<file path="config.mk">
export PLATFORM = sky130hd
export DESIGN_NAME = isotp_receive_reassembler
export DESIGN_NICKNAME = d
export VERILOG_FILES = /design/src/rtl/irr_pkg.sv /design/src/rtl/irr_front.sv /design/src/rtl/irr_queue.sv /design/src/rtl/irr_back.sv /design/src/rtl/isotp_receive_reassembler.sv
export SDC_FILE = /design/constraint.sdc
export NUM_CORES = 1
export LEC_CHECK = 0
export BUFFER_PORTS_ARGS = -buffer_cell sky130_fd_sc_hd__buf_2
export CAP_MARGIN = 10
export CORE_MARGIN = 2
export CORE_UTILIZATION = 30
export DETAILED_ROUTE_END_ITERATION = 8
export HOLD_SLACK_MARGIN = 0.12
export PLACE_DENSITY_LB_ADDON = 0.12
export SYNTH_ARGS = -nofsm -noshare
export SYNTH_HDL_FRONTEND = slang
export SYNTH_SLANG_ARGS = --single-unit
</file>
<file path="constraint.sdc">
create_clock -name clock -period 22.5 [get_ports clock]
set_input_delay 2.25 -clock clock [delete_from_list [all_inputs] [get_ports clock]]
set_output_delay 2.25 -clock clock [all_outputs]
set_load 0.01 [all_outputs]
</file>
<file path="src/rtl/irr_pkg.sv">
`timescale 1ns / 1ps

package irr_pkg;

   // Default depth of the command queue between front and back.
   localparam int QUEUE_DEPTH = 2;

   localparam int CSR_INDEX_W = 2;
   localparam int CSR_DATA_W  = 12;

   // Register indexes on the configuration port.
   localparam logic [CSR_INDEX_W-1:0] CSR_BLOCK_SIZE = 2'd0;
   localparam logic [CSR_INDEX_W-1:0] CSR_SEP_TIME   = 2'd1;
   localparam logic [CSR_INDEX_W-1:0] CSR_MAX_LEN    = 2'd2;

   localparam logic [11:0] MAX_LEN_RESET = 12'hFFF;

   // Protocol control information: frame type nibble.
   localparam logic [3:0] PCI_SINGLE = 4'h0;
   localparam logic [3:0] PCI_FIRST  = 4'h1;
   localparam logic [3:0] PCI_CONSEC = 4'h2;

   // Flow-control status nibble.
   localparam logic [3:0] FC_CONTINUE = 4'h0;
   localparam logic [3:0] FC_OVERFLOW = 4'h2;

   // Error codes of a result.
   localparam logic [1:0] ERR_NONE    = 2'd0;
   localparam logic [1:0] ERR_SEQ     = 2'd1;
   localparam logic [1:0] ERR_OVF     = 2'd2;
   localparam logic [1:0] ERR_INVALID = 2'd3;

   typedef struct packed {
      logic [63:0] frame_bytes;
      logic [3:0]  frame_len;
   } irr_req_type;

   typedef struct packed {
      logic [55:0] payload;
      logic [2:0]  payload_count;
      logic        msg_start;
      logic        msg_end;
      logic [11:0] msg_length;
      logic        fc_send;
      logic [63:0] fc_frame;
      logic [1:0]  error_code;
   } irr_rsp_type;

   typedef struct packed {
      logic [7:0]  fc_block_len;
      logic [7:0]  sep_time;
      logic [11:0] max_len;
   } irr_cfg_type;

   typedef enum logic [2:0] {
      CMD_IGNORE,
      CMD_INVALID,
      CMD_SINGLE,
      CMD_FIRST,
      CMD_OVERFLOW,
      CMD_CONSEC
   } irr_cmd_kind_type;

   // Classified frame handed from front to back.
   typedef struct packed {
      irr_cmd_kind_type kind;
      logic [3:0]       nib;
      logic [2:0]       len_m1;
      logic [11:0]      length;
      logic [55:0]      data;
   } irr_cmd_type;

   // Keep the first count bytes of a top-aligned payload, zero the rest.
   function automatic logic [55:0] mask_bytes(input logic [55:0] data,
                                              input logic [2:0]  count);
      logic [55:0] result;
      result = '0;
      for (int i = 0; i < 7; i++) begin
         if (3'(i) < count) begin
            result[55-8*i -: 8] = data[55-8*i -: 8];
         end
      end
      return result;
   endfunction

   function automatic logic [63:0] make_fc(input logic [3:0] status,
                                           input logic [7:0] bs_byte,
                                           input logic [7:0] sep_time);
      return {4'h3, status, bs_byte, sep_time, 40'hFF_FFFF_FFFF};
   endfunction

endpackage

</file>
<file path="src/rtl/irr_front.sv">
`timescale 1ns / 1ps

module irr_front (
   input  logic                 clock,
   input  logic                 reset,
   input  logic                 req_valid,
   output logic                 req_stall,
   input  irr_pkg::irr_req_type req_item,
   input  irr_pkg::irr_cfg_type cfg,
   output logic                 push,
   output irr_pkg::irr_cmd_type push_cmd,
   input  logic                 queue_full
);

   logic                 valid_ff, valid_in;
   irr_pkg::irr_cmd_type cmd_ff, cmd_in;
   logic                 accept;

   logic [3:0]  len_clip;
   logic [3:0]  kind;
   logic [3:0]  nib;
   logic [11:0] dl;

   assign req_stall = valid_ff && queue_full;
   assign accept    = req_valid && !req_stall;
   assign push      = valid_ff && !queue_full;
   assign push_cmd  = cmd_ff;

   assign len_clip = (req_item.frame_len > 4'd8) ? 4'd8 : req_item.frame_len;
   assign kind     = req_item.frame_bytes[63:60];
   assign nib      = req_item.frame_bytes[59:56];
   assign dl       = {nib, req_item.frame_bytes[55:48]};

   // Classify the frame; state-dependent checks are left to the back end.
   always_comb begin
      cmd_in        = '0;
      cmd_in.kind   = irr_pkg::CMD_IGNORE;
      cmd_in.nib    = nib;
      cmd_in.len_m1 = 3'(len_clip - 4'd1);
      cmd_in.length = dl;
      cmd_in.data   = req_item.frame_bytes[55:0];
      if (len_clip != 4'd0) begin
         case (kind)
            irr_pkg::PCI_SINGLE: begin
               if (nib == 4'd0 || nib > 4'd7 || nib > (len_clip - 4'd1)) begin
                  cmd_in.kind = irr_pkg::CMD_INVALID;
               end else begin
                  cmd_in.kind = irr_pkg::CMD_SINGLE;
               end
            end
            irr_pkg::PCI_FIRST: begin
               cmd_in.data = {req_item.frame_bytes[47:0], 8'h00};
               if (len_clip < 4'd8 || dl < 12'd8) begin
                  cmd_in.kind = irr_pkg::CMD_INVALID;
               end else if (dl > cfg.max_len) begin
                  cmd_in.kind = irr_pkg::CMD_OVERFLOW;
               end else begin
                  cmd_in.kind = irr_pkg::CMD_FIRST;
               end
            end
            irr_pkg::PCI_CONSEC: begin
               cmd_in.kind = irr_pkg::CMD_CONSEC;
            end
            default: begin
               cmd_in.kind = irr_pkg::CMD_IGNORE;
            end
         endcase
      end
   end

   always_comb begin
      if (accept) begin
         valid_in = 1'b1;
      end else if (push) begin
         valid_in = 1'b0;
      end else begin
         valid_in = valid_ff;
      end
   end

   always_ff @(posedge clock) begin
      if (reset) begin
         valid_ff <= 1'b0;
      end else begin
         valid_ff <= valid_in;
      end
   end

   always_ff @(posedge clock) begin
      if (accept) begin
         cmd_ff <= cmd_in;
      end
   end

endmodule

</file>
<file path="src/rtl/irr_queue.sv">
`timescale 1ns / 1ps

module irr_queue #(
   parameter int DEPTH = irr_pkg::QUEUE_DEPTH
) (
   input  logic                 clock,
   input  logic                 reset,
   input  logic                 push,
   input  irr_pkg::irr_cmd_type push_cmd,
   output logic                 full,
   input  logic                 pop,
   output logic                 head_valid,
   output irr_pkg::irr_cmd_type head_cmd
);

   localparam int PTR_W = $clog2(DEPTH);
   localparam int CNT_W = $clog2(DEPTH + 1);

   irr_pkg::irr_cmd_type entry_ff [DEPTH];
   logic [PTR_W-1:0] wr_ptr_ff, wr_ptr_in;
   logic [PTR_W-1:0] rd_ptr_ff, rd_ptr_in;
   logic [CNT_W-1:0] count_ff, count_in;

   assign full       = (count_ff == CNT_W'(DEPTH));
   assign head_valid = (count_ff != '0);
   assign head_cmd   = entry_ff[rd_ptr_ff];

   always_comb begin
      wr_ptr_in = wr_ptr_ff;
      rd_ptr_in = rd_ptr_ff;
      count_in  = count_ff;
      if (push) begin
         wr_ptr_in = (wr_ptr_ff == PTR_W'(DEPTH - 1)) ? '0 : wr_ptr_ff + 1'b1;
      end
      if (pop) begin
         rd_ptr_in = (rd_ptr_ff == PTR_W'(DEPTH - 1)) ? '0 : rd_ptr_ff + 1'b1;
      end
      if (push && !pop) begin
         count_in = count_ff + 1'b1;
      end else if (pop && !push) begin
         count_in = count_ff - 1'b1;
      end
   end

   always_ff @(posedge clock) begin
      if (reset) begin
         wr_ptr_ff <= '0;
         rd_ptr_ff <= '0;
         count_ff  <= '0;
      end else begin
         wr_ptr_ff <= wr_ptr_in;
         rd_ptr_ff <= rd_ptr_in;
         count_ff  <= count_in;
      end
   end

   always_ff @(posedge clock) begin
      if (push) begin
         entry_ff[wr_ptr_ff] <= push_cmd;
      end
   end

endmodule

</file>
<file path="src/rtl/irr_back.sv">
`timescale 1ns / 1ps

module irr_back (
   input  logic                 clock,
   input  logic                 reset,
   input  irr_pkg::irr_cfg_type cfg,
   input  logic                 head_valid,
   input  irr_pkg::irr_cmd_type head_cmd,
   output logic                 pop,
   output logic                 rsp_valid,
   input  logic                 rsp_stall,
   output irr_pkg::irr_rsp_type rsp_item
);

   typedef struct packed {
      logic        receiving;
      logic [3:0]  expected_seq;
      logic [11:0] received_count;
      logic [11:0] msg_total;
      logic [7:0]  frames_in_block;
   } irr_rx_type;

   irr_rx_type           rx_ff, rx_in;
   logic                 out_valid_ff, out_valid_in;
   irr_pkg::irr_rsp_type out_ff, out_in;

   logic [11:0] remaining;
   logic [2:0]  take;
   logic [11:0] received_next;
   logic [7:0]  block_next;

   assign pop       = head_valid && (!out_valid_ff || !rsp_stall);
   assign rsp_valid = out_valid_ff;
   assign rsp_item  = out_ff;

   assign remaining     = rx_ff.msg_total - rx_ff.received_count;
   assign take          = (remaining > 12'd7) ? 3'd7 : remaining[2:0];
   assign received_next = rx_ff.received_count + {9'd0, take};
   assign block_next    = rx_ff.frames_in_block + 8'd1;

   always_comb begin
      rx_in  = rx_ff;
      out_in = '0;
      case (head_cmd.kind)
         irr_pkg::CMD_IGNORE: begin
         end
         irr_pkg::CMD_INVALID: begin
            out_in.error_code = irr_pkg::ERR_INVALID;
         end
         irr_pkg::CMD_SINGLE: begin
            rx_in                = '0;
            out_in.payload       = irr_pkg::mask_bytes(head_cmd.data, head_cmd.nib[2:0]);
            out_in.payload_count = head_cmd.nib[2:0];
            out_in.msg_start     = 1'b1;
            out_in.msg_end       = 1'b1;
            out_in.msg_length    = {8'd0, head_cmd.nib};
         end
         irr_pkg::CMD_OVERFLOW: begin
            rx_in             = '0;
            out_in.fc_send    = 1'b1;
            out_in.fc_frame   = irr_pkg::make_fc(irr_pkg::FC_OVERFLOW,
                                                 cfg.fc_block_len, cfg.sep_time);
            out_in.error_code = irr_pkg::ERR_OVF;
         end
         irr_pkg::CMD_FIRST: begin
            rx_in.receiving       = 1'b1;
            rx_in.expected_seq    = 4'd1;
            rx_in.received_count  = 12'd6;
            rx_in.msg_total       = head_cmd.length;
            rx_in.frames_in_block = 8'd0;
            out_in.payload        = head_cmd.data;
            out_in.payload_count  = 3'd6;
            out_in.msg_start      = 1'b1;
            out_in.msg_length     = head_cmd.length;
            out_in.fc_send        = 1'b1;
            out_in.fc_frame       = irr_pkg::make_fc(irr_pkg::FC_CONTINUE,
                                                     cfg.fc_block_len, cfg.sep_time);
         end
         irr_pkg::CMD_CONSEC: begin
            if (!rx_ff.receiving || head_cmd.nib != rx_ff.expected_seq) begin
               rx_in             = '0;
               out_in.error_code = irr_pkg::ERR_SEQ;
            end else if (take > head_cmd.len_m1) begin
               out_in.error_code = irr_pkg::ERR_INVALID;
            end else begin
               out_in.payload       = irr_pkg::mask_bytes(head_cmd.data, take);
               out_in.payload_count = take;
               rx_in.received_count = received_next;
               if (received_next >= rx_ff.msg_total) begin
                  out_in.msg_end = 1'b1;
                  rx_in          = '0;
               end else begin
                  rx_in.expected_seq = rx_ff.expected_seq + 4'd1;
                  if (cfg.fc_block_len != 8'd0) begin
                     rx_in.frames_in_block = block_next;
                     if (block_next >= cfg.fc_block_len) begin
                        rx_in.frames_in_block = 8'd0;
                        out_in.fc_send        = 1'b1;
                        out_in.fc_frame       = irr_pkg::make_fc(irr_pkg::FC_CONTINUE,
                                                                 cfg.fc_block_len,
                                                                 cfg.sep_time);
                     end
                  end
               end
            end
         end
         default: begin
         end
      endcase
   end

   always_comb begin
      if (pop) begin
         out_valid_in = 1'b1;
      end else if (!rsp_stall) begin
         out_valid_in = 1'b0;
      end else begin
         out_valid_in = out_valid_ff;
      end
   end

   always_ff @(posedge clock) begin
      if (reset) begin
         rx_ff        <= '0;
         out_valid_ff <= 1'b0;
      end else begin
         out_valid_ff <= out_valid_in;
         if (pop) begin
            rx_ff <= rx_in;
         end
      end
   end

   always_ff @(posedge clock) begin
      if (pop) begin
         out_ff <= out_in;
      end
   end

endmodule

</file>
<file path="src/rtl/isotp_receive_reassembler.sv">
// A frame is held in the front register, then in a queue entry, and its result is loaded
// into the output register, where it stays until it is taken.
// Throughput: one frame per cycle while the output is not stalled.
// Every accepted frame yields exactly one result item, ignored frames included.
// Reset (synchronous, active high) returns reception to idle, empties the queue and
// restores block size 0, separation time 0 and maximum message length 4095.
`timescale 1ns / 1ps

module isotp_receive_reassembler #(
   parameter int QUEUE_DEPTH = irr_pkg::QUEUE_DEPTH
) (
   input  logic                               clock,
   input  logic                               reset,
   // frame input
   input  logic                               req_valid,
   output logic                               req_stall,
   input  irr_pkg::irr_req_type               req_item,
   // result output
   output logic                               rsp_valid,
   input  logic                               rsp_stall,
   output irr_pkg::irr_rsp_type               rsp_item,
   // configuration writes
   input  logic                               csr_valid,
   output logic                               csr_ready,
   input  logic [irr_pkg::CSR_INDEX_W-1:0]    csr_index,
   input  logic [irr_pkg::CSR_DATA_W-1:0]     csr_data
);

   // Configuration registers. Writes must arrive only while the block is idle;
   // this is not enforced, and front and back read them directly without a shadow copy.
   irr_pkg::irr_cfg_type cfg_ff, cfg_in;

   // Front to queue
   logic                 push;
   irr_pkg::irr_cmd_type push_cmd;
   logic                 queue_full;

   // Queue to back
   logic                 pop;
   logic                 head_valid;
   irr_pkg::irr_cmd_type head_cmd;

   // Always ready: a write is a single register update.
   assign csr_ready = 1'b1;

   always_comb begin
      cfg_in = cfg_ff;
      if (csr_valid && csr_ready) begin
         case (csr_index)
            irr_pkg::CSR_BLOCK_SIZE: cfg_in.fc_block_len = csr_data[7:0];
            irr_pkg::CSR_SEP_TIME:   cfg_in.sep_time     = csr_data[7:0];
            irr_pkg::CSR_MAX_LEN:    cfg_in.max_len      = csr_data[11:0];
            default: begin
               // drop writes to unmapped indexes
            end
         endcase
      end
   end

   always_ff @(posedge clock) begin
      if (reset) begin
         cfg_ff.fc_block_len <= 8'd0;
         cfg_ff.sep_time     <= 8'd0;
         cfg_ff.max_len      <= irr_pkg::MAX_LEN_RESET;
      end else begin
         cfg_ff <= cfg_in;
      end
   end

   // Front: take the frame, clip its length, classify it and check the
   // length fields that do not depend on reception state.
   irr_front u_front (
      .clock      (clock),
      .reset      (reset),
      .req_valid  (req_valid),
      .req_stall  (req_stall),
      .req_item   (req_item),
      .cfg        (cfg_ff),
      .push       (push),
      .push_cmd   (push_cmd),
      .queue_full (queue_full)
   );

   // Short queue: hold classified items so front and back stall independently.
   irr_queue #(
      .DEPTH (QUEUE_DEPTH)
   ) u_queue (
      .clock      (clock),
      .reset      (reset),
      .push       (push),
      .push_cmd   (push_cmd),
      .full       (queue_full),
      .pop        (pop),
      .head_valid (head_valid),
      .head_cmd   (head_cmd)
   );

   // Back: advance the reassembly state, build the result and the
   // flow-control frame, and hold it in the output register until taken.
   irr_back u_back (
      .clock      (clock),
      .reset      (reset),
      .cfg        (cfg_ff),
      .head_valid (head_valid),
      .head_cmd   (head_cmd),
      .pop        (pop),
      .rsp_valid  (rsp_valid),
      .rsp_stall  (rsp_stall),
      .rsp_item   (rsp_item)
   );

endmodule

</file>
==> key figures <==
Placement
  • RePlAce Congestion: between 0.7 and 0.8
  • IO buf count: around 220
  • Placement Setup Slack: ~15 ns
  • HPWL after DPL: 29730 um
  • DP Area: between 15000 and 20000 um2

STA
  • Final Skew: a little over 0.04 ns
  • RSZ-0062 raised after global routing: false
  • Max transition margin: 0.2867
  • Post-layout min period: between 7 and 8 ns
  • Setup violations, final: 0
  • Worst-Margin Slew: 1.070 ns
  • Setup TNS Final: 0 ns
  • Fmax: about 140 MHz
  • Max Slew Vio Count: 0
  • Period utilisation layout: 0.3218
  • Fin. Hold Viols: 0
  • Slack of the critical path: 15.26 ns

Route
  • DR vias: approximately 10000
  • Final wirelength: around 44000 um
  • Per-cell routed wire length: 19.09 um
  • DRC Markers: 0
  • Antenna-violating nets left: 0
  • Vias/cell: approximately 4.6
  • TritonRoute pass-1 iters: 5
  • Initial DRC count: 561

Clock tree
  • Clock sinks: a little under 400
  • CTS Hold Bufs: 0
  • Clock-pin transition on the worst setup and hold timing paths: 0.06 ns
  • # resized after CTS: 0
  • CTS H-tree lvls: 2
  • CTS tree: done
  • # Post-CTS Setup Buffers: 0
  • Worst skew pair latency: a little under 0.6 ns
  • CTS Buffer Depth: 3
  • Clock buffer count from CTS: 45
  • Root buffer selected by CTS: clkbuf_16

Synthesis
  • Distinct cell type count after synthesis: slightly above 80
  • Post-synth top area share: 0.5569
  • Synth Instances: 1290
  • Sequential area share after synthesis: 0.6418
  • Yosys warning total: 0
  • Yosys top cell by area: edfxtp_1
  • Largest cells by area after synthesis: edfxtp_1 (56%), dfxtp_1 (8.5%), mux2i_1 (4.7%), ha_1 (4.2%), mux2_2 (3.2%)
  • Post-Syn Area: 16980 um2
  • Main synth FF type: edfxtp_1
  • Post-synthesis register bit count: approximately 390
  • Post-synth EDFFs: ~320
  • Top post-synthesis cells by count: edfxtp_1 (315), nor2_1 (140), mux2i_1 (80), nand2_1 (80), dfxtp_1 (72)
  • Asr flop ratio synth: 0
  • Syn_area_per_cell: 13.17 um2
  • Count leader, synth: edfxtp_1

Run status
  • Status: finished, final reports clean

Run
  • Number of max-cap violations: 0

GRT
  • Initial antenna violation count: 2
  • Global-route wire length before repair: around 65000 um
  • Largest net degree at the start of global routing: 72
  • GRT Total Usage: 0.1465
  • Vias in the first global route: roughly 10000
  • Remaining Overflow, GRT: 0

Cells and area
  • Ant diodes: 0
  • Share of layout cells above drive strength 1: 0.2441
  • Fin util: 0.3576
  • Nets@finish: about 1600
  • Area delta synth->final: 18.27%
  • Final Instance Area: between 20000 and 25000 um2

Pwr
  • Leak Pwr: between 7 and 8 nW
  • VDD IR max: ~58 uV
  • Pwr Density: around 120 nW/um2

Worst setup path
  • CP Data Arrival Time: between 7 and 8 ns
  • Critical path's slowest cell: nor3b_2
  • Worst-path fanout max: 17
  • Startpoint types: flip-flop
  • CP required: 22.91 ns
  • Crit path largest cell delay: just over 0.6 ns
  • Crit. End Element: flip-flop
  • Kind of critical path: flip-flop to flip-flop

Floorplanning
  • Die Span X: roughly 240 um
  • Row cnt: 87
  • Initial Util: 0.3024
  • Die area: 58530 um2
  • Chip height: roughly 240 um
  • CORE AREA: ~56000 um2
  • I/O Pins: 230

Worst hold path
  • Hold crit path type: flip-flop to flip-flop
logic make-up after synthesis:
logic type	count (synthesis)	synth area share
DFF	387	0.6418
and+or+nand+nor	348	0.09680
AOI/OAI and AO/OA	181	0.07441
buffers and inverters	154	0.04597
muxes	131	0.08177
adders and majority gates	59	0.04435
xor gates and xnor gates	28	0.01444
other	2	0.0004422
where the power goes:
part / switching [mW] / leakage, nW / internal (mW)
Sequential: 0.0529 / 3.58 / 0.922
Combinational: 0.426 / 3.35 / 0.226
Clock: 0.304 / 0.693 / 0.411
Total: 0.783 / 7.62 / 1.56
through the flow:
stage | hold WS, ns | power, mW | std cells
CTS | 0.4404 | 2.383 | 2280
global placement | 0.4219 | 1.659 | 2197
finish | 0.4349 | 2.342 | 2280
global route | 0.4478 | 2.469 | 2280
detailed placement | 0.4290 | 1.658 | 2197
floorplan | 0.4215 | 1.445 | 1294
path summary, 6_finish.rpt:
path,start,endpoint,slack [ns],cells after the start
setup / recovery,u_back.rx_ff[8]$_SDFFE_PP0P_,u_back.rx_ff[10]$_SDFFE_PP0P_,15.26,25
hold / removal,u_front.push_cmd[67]$_DFFE_PP_,u_queue.entry_ff[0][74]$_DFFE_PP_,0.43,0
setup reg to reg,u_back.rx_ff[8]$_SDFFE_PP0P_,u_back.rx_ff[10]$_SDFFE_PP0P_,15.26,25
hold reg to reg,u_front.push_cmd[67]$_DFFE_PP_,u_queue.entry_ff[0][74]$_DFFE_PP_,0.43,0
per-layer routing:
metal  wire (um)  track usage
met3        1869      0.02869
met2       19910       0.2325
met5          21            0
met4        1016      0.04176
met1       20710       0.2037
area by class of cell:
cell class                      instances  area [um2]
Timing Repair Buffer                  235        1206
Clock buffer                           59        1189
Sequential cell                       387       10900
Tap cell                              756       945.9
Multi-Input combinational cell        753        5349
Inverter                               66       247.7
Clock inverter                         24       245.2
Fill cell                            5582       36080
state kept, by name, indices dropped and copies added (netlist names), named ones only:
signal / cells
u_queue.entry_ff: 148
u_back.rsp_item: 93
u_front.push_cmd: 74
u_back.rx_ff: 37
cfg_ff: 28
u_queue.count_ff: 2
u_back.rsp_valid: 1
u_front.valid_ff: 1
u_queue.rd_ptr_ff: 1
u_queue.wr_ptr_ff: 1
placed cells by master (no fill, tap or decap), drive strengths merged, types with 5 or more instances in the layout:
cell / n
clkinv: 18
mux2: 49
buf: 235
dfxtp: 72
and2: 27
a211oi: 5
nor2b: 6
or3: 7
a22oi: 5
o21ai: 25
clkbuf: 59
nor2: 142
nand3: 23
mux2i: 82
nand2b: 15
a21o: 17
o211ai: 5
nand4: 7
xor2: 14
a21oi: 53
nor3: 14
a31oi: 9
conb: 6
a211o: 12
inv: 68
xnor2: 14
edfxtp: 315
o22ai: 9
o311ai: 5
nand2: 80
ha: 57
worst max-delay path, delay by kind of cell, from the launching register on:
kind | cells | cell delay [ns]
AO/OA/AOI/OAI | 10 | 2.85
XOR/XNOR | 1 | 0.17
adder cells (fa/ha/maj) | 4 | 1.31
buffers and inverters | 3 | 0.39
flip-flops | 1 | 0.34
AND/OR/NAND/NOR | 7 | 1.97
Power figures use the tool's default switching activity.
